--- config.mk ---
export PLATFORM = sky130hd
export DESIGN_NAME = friction_cone_linearizer_unit
export DESIGN_NICKNAME = d
export VERILOG_FILES = /design/src/rtl/fcl_pkg.sv /design/src/rtl/fcl_div.sv /design/src/rtl/fcl_cordic.sv /design/src/rtl/friction_cone_linearizer_unit.sv
export SDC_FILE = /design/constraint.sdc
export NUM_CORES = 2
export LEC_CHECK = 0
export ABC_AREA = 1
export BUFFER_PORTS_ARGS = -buffer_cell sky130_fd_sc_hd__buf_2
export CAP_MARGIN = 20
export CORE_ASPECT_RATIO = 0.9
export CORE_MARGIN = 3
export CORE_UTILIZATION = 60
export DETAILED_ROUTE_END_ITERATION = 8
export PLACE_DENSITY = 0.8
export SLEW_MARGIN = 20
export SYNTH_ARGS = -nofsm -noshare
export SYNTH_HDL_FRONTEND = slang
export SYNTH_HIERARCHICAL = 1
export SYNTH_SLANG_ARGS = --single-unit
--- constraint.sdc ---
create_clock -name clk -period 10 [get_ports clk]
set_input_delay 2 -clock clk [delete_from_list [all_inputs] [get_ports clk]]
set_output_delay 2 -clock clk [all_outputs]
set_load 0.005 [all_outputs]
--- src/rtl/fcl_pkg.sv ---
// ----------------------------------------------------------------------------
// fcl_pkg
// shared constants, arctangent table and helpers for the friction cone unit
// ----------------------------------------------------------------------------
`default_nettype none

package fcl_pkg;

    localparam int MAX_SIDES_DEF  = 62;
    localparam int ANGLE_BITS_DEF = 16;

    localparam int ROT_W   = 16;
    localparam int SIDES_W = 6;
    localparam int ROW_W   = 6;
    localparam int COMP_W  = 24;
    localparam int MU_W    = 16;
    localparam int TRIG_W  = 19;
    localparam int PROD_W  = 41;
    localparam int ACC_W   = 42;
    localparam int DIVISOR_W = 7;

    localparam logic [MU_W-1:0] MU_RESET = 16'd4096;

    localparam int CORDIC_STEPS = 30;
    localparam int CORDIC_XY_W  = 34;
    localparam int CORDIC_Z_W   = 33;
    localparam logic signed [CORDIC_XY_W-1:0] CORDIC_GAIN = 34'sd652032874;

    localparam logic signed [COMP_W-1:0] UNIT_Q16 = 24'sd65536;
    localparam logic signed [COMP_W-1:0] OUT_MAX  = 24'sd8388607;
    localparam logic signed [COMP_W-1:0] OUT_MIN  = -24'sd8388608;

    function automatic logic signed [CORDIC_Z_W-1:0] atan_turns(input logic [4:0] k);
        logic signed [CORDIC_Z_W-1:0] a;
        case (k)
            5'd0:  a = 33'sd536870912;
            5'd1:  a = 33'sd316933406;
            5'd2:  a = 33'sd167458907;
            5'd3:  a = 33'sd85004756;
            5'd4:  a = 33'sd42667331;
            5'd5:  a = 33'sd21354465;
            5'd6:  a = 33'sd10679838;
            5'd7:  a = 33'sd5340245;
            5'd8:  a = 33'sd2670163;
            5'd9:  a = 33'sd1335087;
            5'd10: a = 33'sd667544;
            5'd11: a = 33'sd333772;
            5'd12: a = 33'sd166886;
            5'd13: a = 33'sd83443;
            5'd14: a = 33'sd41722;
            5'd15: a = 33'sd20861;
            5'd16: a = 33'sd10430;
            5'd17: a = 33'sd5215;
            5'd18: a = 33'sd2608;
            5'd19: a = 33'sd1304;
            5'd20: a = 33'sd652;
            5'd21: a = 33'sd326;
            5'd22: a = 33'sd163;
            5'd23: a = 33'sd81;
            5'd24: a = 33'sd41;
            5'd25: a = 33'sd20;
            5'd26: a = 33'sd10;
            5'd27: a = 33'sd5;
            5'd28: a = 33'sd3;
            5'd29: a = 33'sd1;
            default: a = '0;
        endcase
        return a;
    endfunction

    // component of a matrix-vector term, row-major term order
    function automatic logic [1:0] term_comp(input logic [3:0] j);
        logic [1:0] c;
        case (j)
            4'd0, 4'd1, 4'd2: c = 2'd0;
            4'd3, 4'd4, 4'd5: c = 2'd1;
            default:          c = 2'd2;
        endcase
        return c;
    endfunction

    function automatic logic [1:0] term_col(input logic [3:0] j);
        logic [1:0] c;
        case (j)
            4'd0, 4'd3, 4'd6: c = 2'd0;
            4'd1, 4'd4, 4'd7: c = 2'd1;
            default:          c = 2'd2;
        endcase
        return c;
    endfunction

endpackage

`default_nettype wire

--- src/rtl/fcl_div.sv ---
// ----------------------------------------------------------------------------
// fcl_div
// restoring divider, one quotient bit per cycle
// ----------------------------------------------------------------------------
`default_nettype none

module fcl_div #(
    parameter int W = fcl_pkg::ANGLE_BITS_DEF + 7
) (
    input  wire logic                           clk,
    input  wire logic                           rst_n,
    input  wire logic                           start,
    input  wire logic [W-1:0]                   dividend,
    input  wire logic [fcl_pkg::DIVISOR_W-1:0]  divisor,
    output logic                                done,
    output logic [W-1:0]                        quotient
);

    localparam int CW = $clog2(W + 1);

    logic [W-1:0]                  work_reg;
    logic [fcl_pkg::DIVISOR_W-1:0] rem_reg;
    logic [fcl_pkg::DIVISOR_W-1:0] dsr_reg;
    logic [CW-1:0]                 cnt_reg;
    logic                          busy_reg;
    logic                          done_reg;
    logic [fcl_pkg::DIVISOR_W:0]   trial;
    logic                          fits;

    assign trial    = {rem_reg, work_reg[W-1]};
    assign fits     = trial >= {1'b0, dsr_reg};
    assign done     = done_reg;
    assign quotient = work_reg;

    always_ff @(posedge clk or negedge rst_n)
    begin
        if (!rst_n)
        begin
            busy_reg <= 1'b0;
            done_reg <= 1'b0;
            cnt_reg  <= '0;
            work_reg <= '0;
            rem_reg  <= '0;
            dsr_reg  <= '0;
        end
        else
        begin
            done_reg <= 1'b0;
            if (start)
            begin
                busy_reg <= 1'b1;
                cnt_reg  <= CW'(W);
                work_reg <= dividend;
                rem_reg  <= '0;
                dsr_reg  <= divisor;
            end
            else if (busy_reg)
            begin
                if (fits)
                    rem_reg <= fcl_pkg::DIVISOR_W'(trial - {1'b0, dsr_reg});
                else
                    rem_reg <= trial[fcl_pkg::DIVISOR_W-1:0];
                work_reg <= {work_reg[W-2:0], fits};
                cnt_reg  <= cnt_reg - 1'b1;
                if (cnt_reg == CW'(1))
                begin
                    busy_reg <= 1'b0;
                    done_reg <= 1'b1;
                end
            end
        end
    end

endmodule

`default_nettype wire

--- src/rtl/fcl_cordic.sv ---
// ----------------------------------------------------------------------------
// fcl_cordic
// iterative rotation cordic, cosine and sine of a 32-bit turn angle in q16
// ----------------------------------------------------------------------------
`default_nettype none

module fcl_cordic (
    input  wire logic                              clk,
    input  wire logic                              rst_n,
    input  wire logic                              start,
    input  wire logic [31:0]                       angle,
    output logic                                   done,
    output logic signed [fcl_pkg::TRIG_W-1:0]      cos_q16,
    output logic signed [fcl_pkg::TRIG_W-1:0]      sin_q16
);

    localparam int XW = fcl_pkg::CORDIC_XY_W;
    localparam int ZW = fcl_pkg::CORDIC_Z_W;

    logic signed [XW-1:0] x_reg;
    logic signed [XW-1:0] y_reg;
    logic signed [ZW-1:0] z_reg;
    logic [1:0]           quad_reg;
    logic [4:0]           k_reg;
    logic                 busy_reg;
    logic                 done_reg;
    logic signed [XW-1:0] dx;
    logic signed [XW-1:0] dy;
    logic signed [XW-1:0] xr;
    logic signed [XW-1:0] yr;
    logic signed [fcl_pkg::TRIG_W-1:0] c;
    logic signed [fcl_pkg::TRIG_W-1:0] s;

    assign dx = y_reg >>> k_reg;
    assign dy = x_reg >>> k_reg;
    assign xr = (x_reg + XW'(8192)) >>> 14;
    assign yr = (y_reg + XW'(8192)) >>> 14;
    assign c  = xr[fcl_pkg::TRIG_W-1:0];
    assign s  = yr[fcl_pkg::TRIG_W-1:0];
    assign done = done_reg;

    always_comb
    begin
        case (quad_reg)
            2'd0:
            begin
                cos_q16 = c;
                sin_q16 = s;
            end
            2'd1:
            begin
                cos_q16 = -s;
                sin_q16 = c;
            end
            2'd2:
            begin
                cos_q16 = -c;
                sin_q16 = -s;
            end
            default:
            begin
                cos_q16 = s;
                sin_q16 = -c;
            end
        endcase
    end

    always_ff @(posedge clk or negedge rst_n)
    begin
        if (!rst_n)
        begin
            busy_reg <= 1'b0;
            done_reg <= 1'b0;
            k_reg    <= '0;
            x_reg    <= '0;
            y_reg    <= '0;
            z_reg    <= '0;
            quad_reg <= '0;
        end
        else
        begin
            done_reg <= 1'b0;
            if (start)
            begin
                busy_reg <= 1'b1;
                k_reg    <= '0;
                x_reg    <= fcl_pkg::CORDIC_GAIN;
                y_reg    <= '0;
                z_reg    <= ZW'({2'b00, angle[29:0]});
                quad_reg <= angle[31:30];
            end
            else if (busy_reg)
            begin
                if (!z_reg[ZW-1])
                begin
                    x_reg <= x_reg - dx;
                    y_reg <= y_reg + dy;
                    z_reg <= z_reg - fcl_pkg::atan_turns(k_reg);
                end
                else
                begin
                    x_reg <= x_reg + dx;
                    y_reg <= y_reg - dy;
                    z_reg <= z_reg + fcl_pkg::atan_turns(k_reg);
                end
                k_reg <= k_reg + 1'b1;
                if (k_reg == 5'(fcl_pkg::CORDIC_STEPS - 1))
                begin
                    busy_reg <= 1'b0;
                    done_reg <= 1'b1;
                end
            end
        end
    end

endmodule

`default_nettype wire

--- src/rtl/friction_cone_linearizer_unit.sv ---
// ----------------------------------------------------------------------------
// friction_cone_linearizer_unit
// linearised friction cone generator, one constraint row per output word
// ----------------------------------------------------------------------------
// One input word (rotation matrix and side count N, clamped to MAX_SIDES)
// yields N+2 output words. The unit takes no new word until the last row of
// the current one is loaded into the output register. Cost per request is
// set by a restoring divider, a 30-step cordic and one shared multiplier
// used for nine terms per row: the cone set-up when N is not zero uses all
// three, each normal row uses the multiplier only, each side row uses all
// three, and any output stall adds to the cost.
`default_nettype none

module friction_cone_linearizer_unit #(
    parameter int MAX_SIDES  = fcl_pkg::MAX_SIDES_DEF,
    parameter int ANGLE_BITS = fcl_pkg::ANGLE_BITS_DEF
) (
    input  wire logic        clk,
    input  wire logic        rst_n,
    input  wire logic        cfg_wr_en,
    input  wire logic [15:0] cfg_wr_data,   // friction_coef
    input  wire logic        s_axis_tvalid,
    output logic             s_axis_tready,
    input  wire logic [151:0] s_axis_tdata, // rot_00..rot_22, sides, zero fill
    output logic             m_axis_tvalid,
    input  wire logic        m_axis_tready,
    output logic [79:0]      m_axis_tdata,  // row_index, comp_x, comp_y, comp_z, zero fill
    output logic             m_axis_tlast   // last_row
);

    localparam int DW = ANGLE_BITS + 7;
    localparam int RW = fcl_pkg::ROT_W;
    localparam int VW = fcl_pkg::COMP_W;
    localparam int AW = fcl_pkg::ACC_W;
    localparam int PW = fcl_pkg::PROD_W;

    typedef enum logic [3:0] {
        S_IDLE, S_HDIV, S_HCOR, S_WMUL, S_WACC, S_ROW, S_PDIV, S_PCOR, S_MAC, S_EMIT
    } state_t;

    state_t state_reg;
    logic [fcl_pkg::MU_W-1:0]    mu_reg;
    logic signed [RW-1:0]        rot_reg [9];
    logic [fcl_pkg::SIDES_W-1:0] n_reg;
    logic [fcl_pkg::ROW_W-1:0]   row_reg;
    logic signed [fcl_pkg::TRIG_W-1:0] ch_reg;
    logic signed [VW-1:0]        w_reg;
    logic signed [VW-1:0]        vec_reg [3];
    logic signed [AW-1:0]        acc_reg [3];
    logic signed [PW-1:0]        prod_reg;
    logic [3:0]                  mac_reg;
    logic                        div_start_reg;
    logic                        cor_start_reg;
    logic [DW-1:0]               div_dividend_reg;
    logic                        out_valid_reg;
    logic [79:0]                 out_data_reg;
    logic                        out_last_reg;

    logic                        div_done;
    logic [DW-1:0]               div_q;
    logic                        cor_done;
    logic signed [fcl_pkg::TRIG_W-1:0] cor_c;
    logic signed [fcl_pkg::TRIG_W-1:0] cor_s;
    logic [31:0]                 cor_angle;
    logic [3:0]                  sel;
    logic signed [16:0]          mul_a;
    logic signed [VW-1:0]        mul_b;
    logic signed [PW-1:0]        mul_p;
    logic [fcl_pkg::SIDES_W-1:0] in_sides;
    logic [fcl_pkg::SIDES_W-1:0] n_clamped;
    logic [fcl_pkg::ROW_W-1:0]   side_idx;
    logic                        is_last;
    logic signed [VW-1:0]        sat_x;
    logic signed [VW-1:0]        sat_y;
    logic signed [VW-1:0]        sat_z;
    logic signed [PW-1:0]        w_round;

    function automatic logic signed [VW-1:0] sat_out(input logic signed [AW-1:0] a);
        logic signed [AW-1:0] v;
        v = (a + AW'(8192)) >>> 14;
        if (v > AW'(fcl_pkg::OUT_MAX))
            return fcl_pkg::OUT_MAX;
        else if (v < AW'(fcl_pkg::OUT_MIN))
            return fcl_pkg::OUT_MIN;
        else
            return v[VW-1:0];
    endfunction

    fcl_div #(.W(DW)) u_div (
        .clk      (clk),
        .rst_n    (rst_n),
        .start    (div_start_reg),
        .dividend (div_dividend_reg),
        .divisor  ({n_reg, 1'b0}),
        .done     (div_done),
        .quotient (div_q)
    );

    assign cor_angle = {div_q[ANGLE_BITS-1:0], {(32 - ANGLE_BITS){1'b0}}};

    fcl_cordic u_cordic (
        .clk     (clk),
        .rst_n   (rst_n),
        .start   (cor_start_reg),
        .angle   (cor_angle),
        .done    (cor_done),
        .cos_q16 (cor_c),
        .sin_q16 (cor_s)
    );

    assign in_sides  = s_axis_tdata[149:144];
    assign n_clamped = (in_sides > fcl_pkg::SIDES_W'(MAX_SIDES))
                       ? fcl_pkg::SIDES_W'(MAX_SIDES) : in_sides;
    assign side_idx  = row_reg - 2'd2;
    assign is_last   = (n_reg == '0) ? (row_reg == fcl_pkg::ROW_W'(1))
                                     : (row_reg == n_reg + 2'd1);

    assign sel = (mac_reg > 4'd8) ? 4'd8 : mac_reg;

    always_comb
    begin
        if (state_reg == S_WMUL)
        begin
            mul_a = {1'b0, mu_reg};
            mul_b = VW'(ch_reg);
        end
        else
        begin
            mul_a = 17'(rot_reg[sel]);
            mul_b = vec_reg[fcl_pkg::term_col(sel)];
        end
    end

    assign mul_p   = PW'(mul_a) * PW'(mul_b);
    assign w_round = (prod_reg + PW'(2048)) >>> 12;
    assign sat_x   = sat_out(acc_reg[0]);
    assign sat_y   = sat_out(acc_reg[1]);
    assign sat_z   = sat_out(acc_reg[2]);

    assign s_axis_tready = (state_reg == S_IDLE);
    assign m_axis_tvalid = out_valid_reg;
    assign m_axis_tdata  = out_data_reg;
    assign m_axis_tlast  = out_last_reg;

    always_ff @(posedge clk or negedge rst_n)
    begin
        if (!rst_n)
        begin
            mu_reg <= fcl_pkg::MU_RESET;
        end
        else if (cfg_wr_en)
        begin
            mu_reg <= cfg_wr_data;
        end
    end

    always_ff @(posedge clk or negedge rst_n)
    begin
        if (!rst_n)
        begin
            state_reg        <= S_IDLE;
            n_reg            <= '0;
            row_reg          <= '0;
            ch_reg           <= '0;
            w_reg            <= '0;
            prod_reg         <= '0;
            mac_reg          <= '0;
            div_start_reg    <= 1'b0;
            cor_start_reg    <= 1'b0;
            div_dividend_reg <= '0;
            out_valid_reg    <= 1'b0;
            out_data_reg     <= '0;
            out_last_reg     <= 1'b0;
            for (int k = 0; k < 9; k++)
                rot_reg[k] <= '0;
            for (int k = 0; k < 3; k++)
            begin
                vec_reg[k] <= '0;
                acc_reg[k] <= '0;
            end
        end
        else
        begin
            div_start_reg <= 1'b0;
            cor_start_reg <= 1'b0;
            if (out_valid_reg && m_axis_tready && (state_reg != S_EMIT))
                out_valid_reg <= 1'b0;

            case (state_reg)
                S_IDLE:
                begin
                    if (s_axis_tvalid)
                    begin
                        for (int k = 0; k < 9; k++)
                            rot_reg[k] <= s_axis_tdata[k*RW +: RW];
                        n_reg   <= n_clamped;
                        row_reg <= '0;
                        if (n_clamped == '0)
                            state_reg <= S_ROW;
                        else
                        begin
                            div_dividend_reg <= DW'((1 << ANGLE_BITS)) + DW'(n_clamped);
                            div_start_reg    <= 1'b1;
                            state_reg        <= S_HDIV;
                        end
                    end
                end
                S_HDIV:
                begin
                    if (div_done)
                    begin
                        cor_start_reg <= 1'b1;
                        state_reg     <= S_HCOR;
                    end
                end
                S_HCOR:
                begin
                    if (cor_done)
                    begin
                        ch_reg    <= cor_c;
                        state_reg <= S_WMUL;
                    end
                end
                S_WMUL:
                begin
                    prod_reg  <= mul_p;
                    state_reg <= S_WACC;
                end
                S_WACC:
                begin
                    w_reg     <= -VW'(w_round);
                    state_reg <= S_ROW;
                end
                S_ROW:
                begin
                    mac_reg <= '0;
                    for (int k = 0; k < 3; k++)
                        acc_reg[k] <= '0;
                    if (row_reg == '0)
                    begin
                        vec_reg[0] <= '0;
                        vec_reg[1] <= '0;
                        vec_reg[2] <= fcl_pkg::UNIT_Q16;
                        state_reg  <= S_MAC;
                    end
                    else if (row_reg == fcl_pkg::ROW_W'(1))
                    begin
                        vec_reg[0] <= '0;
                        vec_reg[1] <= '0;
                        vec_reg[2] <= -fcl_pkg::UNIT_Q16;
                        state_reg  <= S_MAC;
                    end
                    else
                    begin
                        div_dividend_reg <= {side_idx, {(ANGLE_BITS + 1){1'b0}}}
                                            + DW'(n_reg);
                        div_start_reg    <= 1'b1;
                        state_reg        <= S_PDIV;
                    end
                end
                S_PDIV:
                begin
                    if (div_done)
                    begin
                        cor_start_reg <= 1'b1;
                        state_reg     <= S_PCOR;
                    end
                end
                S_PCOR:
                begin
                    if (cor_done)
                    begin
                        vec_reg[0] <= VW'(cor_c);
                        vec_reg[1] <= VW'(cor_s);
                        vec_reg[2] <= w_reg;
                        state_reg  <= S_MAC;
                    end
                end
                S_MAC:
                begin
                    if (mac_reg < 4'd9)
                        prod_reg <= mul_p;
                    if (mac_reg != '0)
                        acc_reg[fcl_pkg::term_comp(mac_reg - 1'b1)] <=
                            acc_reg[fcl_pkg::term_comp(mac_reg - 1'b1)] + AW'(prod_reg);
                    if (mac_reg == 4'd9)
                        state_reg <= S_EMIT;
                    else
                        mac_reg <= mac_reg + 1'b1;
                end
                S_EMIT:
                begin
                    if (!out_valid_reg || m_axis_tready)
                    begin
                        out_valid_reg <= 1'b1;
                        out_data_reg  <= {2'b00, sat_z, sat_y, sat_x, row_reg};
                        out_last_reg  <= is_last;
                        if (is_last)
                            state_reg <= S_IDLE;
                        else
                        begin
                            row_reg   <= row_reg + 1'b1;
                            state_reg <= S_ROW;
                        end
                    end
                end
                default:
                begin
                    state_reg <= S_IDLE;
                end
            endcase
        end
    end

endmodule

`default_nettype wire
==> results.txt <==
The number of clock buffers added by TritonCTS is 81. The path class of the tightest hold or removal check is flop to flop. After synthesis the cells add up to 67500 sq um. CTS built an H-tree with a depth of 3. Counting flops with a built-in enable in the synthesized netlist gives 0. The clock passes through at most 3 buffers. The net count of the finished layout is 10600. Counting flops with an async set or reset pin after synthesis yields a share of 100%. The number of pins exceeding their max-slew limit in the final report was 0; the yosys synthesis warning count was 6. Counting I/O delays and the setup requirement, the final critical path takes 9.26 ns. The run gives 256 as the number of primary I/O pins. dfrtp_1 takes more of the synthesized area than any other cell. The layer flagged by global routing as most heavily used is met2. In this run, post-CTS repair resized a total of 0 instances. Setup violations remaining at the end of the flow were counted as 0. The flow ran to the end, and the final reports show no timing, DRC or antenna violations.

The total DRC errors in the routed layout is 0. The first global-routing pass estimated 357000 um of wire. Dividing the detail-routed wire length by the instance count gives 20.3 um. For the final routed database, the setup TNS stands at 0 ns.

Of the post-synthesis cell area, the dominant cell type holds 26.0%. In this run the standard cell core region covers 111000 sq um. Detailed placement finished with a half-perimeter wire length of 178000 um. On the worst path, the slowest cell contributes a delay of 0.59 ns.

The die covers 117000 sq um. The register bit total from synthesis came out at 701. Synthesis produced 9649 cells.

Sequential cells were found to cover 26.0% of the synthesized design area. In the final layout, the share of cells above drive strength 1 is 7.80%. The largest individual stage delay along the critical path comes from the cell fa_1. Summed over all layers, the routed wires come to 229000 um. The share of the clock period used by the worst path after layout is 92.6%.

Top achievable clock speed: 108 MHz. Critical path endpoint category: a flop. Setup repair after global routing left no endpoint under its margin. Global routing consumed, on the met3 layer, 8.68% of the routing resources. The count of hold buffers inserted by post-cts repair was 0. The clock reaches the later pin of the worst-skew pair after 0.69 ns.

The number of setup buffers added after CTS was 0; the initial antenna violation count was 3. For this run, the leading register cell type out of synthesis is dfrtp_1. TritonCTS built the clock tree.

The via count of the first global-routing pass is 63100. For the number of clock sinks, the log shows 701. For the worst path arrival time, the log shows 9.83 ns.

The initial utilization of the core area, before any placement, comes to 60.6%. The post-synthesis area per instance is 6.99 sq um, and the clock transition at the registers of the reported paths is 0.06 ns. The run gives 0 as the total overflow reported by the global router.

In this run the clock root is driven by a clkbuf_16. The first TritonRoute pass finished after 9 iterations. The cell type group with the largest total delay on the critical path was adder cells. The die is 359 um wide. Global routing consumed, over all layers together, 38.7% of the routing resources.

For the pin with the worst max-slew slack, the measured transition is 1.12 ns. Yosys mapped the design onto 86 distinct sky130hd cell types. Dividing the detail-routed via count by the number of cells gives 5.89. The met1 demand-to-capacity share in global routing was 54.7%; the height of the die was 324 um. Together, buffers and inverters on the worst path number 8. After synthesis, the cell types taking the most area are dfrtp_1, nand2_1, fa_1.

In this run the tightest slew margin relative to its limit is 25.4%. The tool flagged a number of max-cap violations equal to 0. The final setup skew came out at 0.0249 ns. The number of hold-slack violations in the final timing report was 0; the largest driver fanout on the critical path was 33.

In this run, the number of DRC markers left after iteration 0 of detailed routing was 7834. The floorplan has 116 rows. STA classifies the critical path startpoint as a flop. The routed via count was 66400.

Largest net degree at the start of global routing: 159. The layout overhead on the synthesized area was 7.38%; the critical path data required time was 10.57 ns. The tools report the fraction of met2 tracks used by global routing as 58.2%. Final weighted congestion in routability-driven placement: 1.05. The setup path with the least slack is of type flop to flop. The detail route stage leaves a number of antenna-violating nets equal to 0. The register with the most flip-flops in the layout has 144 of them.

The number of I/O port buffers is 251.
Yosys cell counts (all sizes together) (26+ instances only):
library cell / count
o221ai: 45
o211ai: 28
xnor2: 96
inv: 1433
fa: 406
nor2: 854
clkbuf: 142
o21bai: 26
a22oi: 27
ha: 280
buf: 197
a21boi: 36
dfrtp: 700
nor3: 124
nor4: 33
nand3: 716
nand4: 100
nand2: 2857
xor2: 213
o22ai: 111
a31oi: 58
o21ai: 619
a21oi: 330
or2: 60
final timing paths:
kind | from | endpoint | slack, ns | depth (start not counted)
min in group asynchronous | rst_n | u_cordic/z_reg[12] | 1.30 | 1
min reg2reg | m_axis_tdata[18] | m_axis_tdata[18] | 0.47 | 2
min | m_axis_tdata[18] | m_axis_tdata[18] | 0.47 | 2
max in group asynchronous | rst_n | rot_reg[70] | 6.54 | 3
max | mac_reg[0] | prod_reg[33] | 0.74 | 37
max reg2reg | mac_reg[0] | prod_reg[33] | 0.74 | 37
logic make-up (layout without fill, tap and decap cells):
logic type               count (synthesis)  count (layout)  synth area share (%)
adder cells (fa/ha/maj)                686             686                  17.2
AND/OR/NAND/NOR                       4778            4778                  29.9
XOR/XNOR                               309             309                  4.04
flip-flops                             701             701                  26.0
buffers and inverters                 1779            1904                  10.6
AO/OA/AOI/OAI                         1380            1380                  12.0
multiplexers                            15              15                 0.250
other                                    1              30               0.00556
cell type report:
type	instances	area, sq um
inverters	1440	5430
clock buffers	106	2250
flip-flops and latches	701	17500
fillers	10000	38900
diodes	1	2.50
clock inverters	37	563
repair buffers	321	1850
well taps	1475	1850
multi-input cells	7197	42900
worst min-delay path, cell delays in order (launching register included):
cell and delay [ns]:
dfrtp_1 0.33, nand2_1 0.05, nand2_1 0.06
layout by cell type (no fill, tap or decap), drive strengths merged, types with 280 or more instances in the layout:
cell,n
ha,280
nand2,2857
a21oi,330
nor2,854
inv,1440
dfrtp,700
o21ai,619
nand3,716
fa,406
buf,321
per-layer routing:
layer / share of wire, % / vias to the layer above
met2: 43 / 3624
met4: 4.3 / 4
met5: 0.049 / -
met3: 11 / 555
li1: - / 30900
met1: 42 / 31400
through the flow:
step                      hold slack (ns)  area [sq um]  setup WS, ns  cells  util [%]
after detailed placement            0.460         69600         0.935  11100      62.5
after global placement              0.457         69600         0.996  11100      62.5
final                               0.471         72400         0.742  11300      65.1
after floorplan                     0.442         67600          2.54   9677         -
after global routing                0.492         72400         0.320  11300      65.1
after CTS                           0.474         72400         0.904  11300      65.1
Power is not shown: default switching activity piles up to over one toggle a cycle in this logic, so the estimate is an artifact.
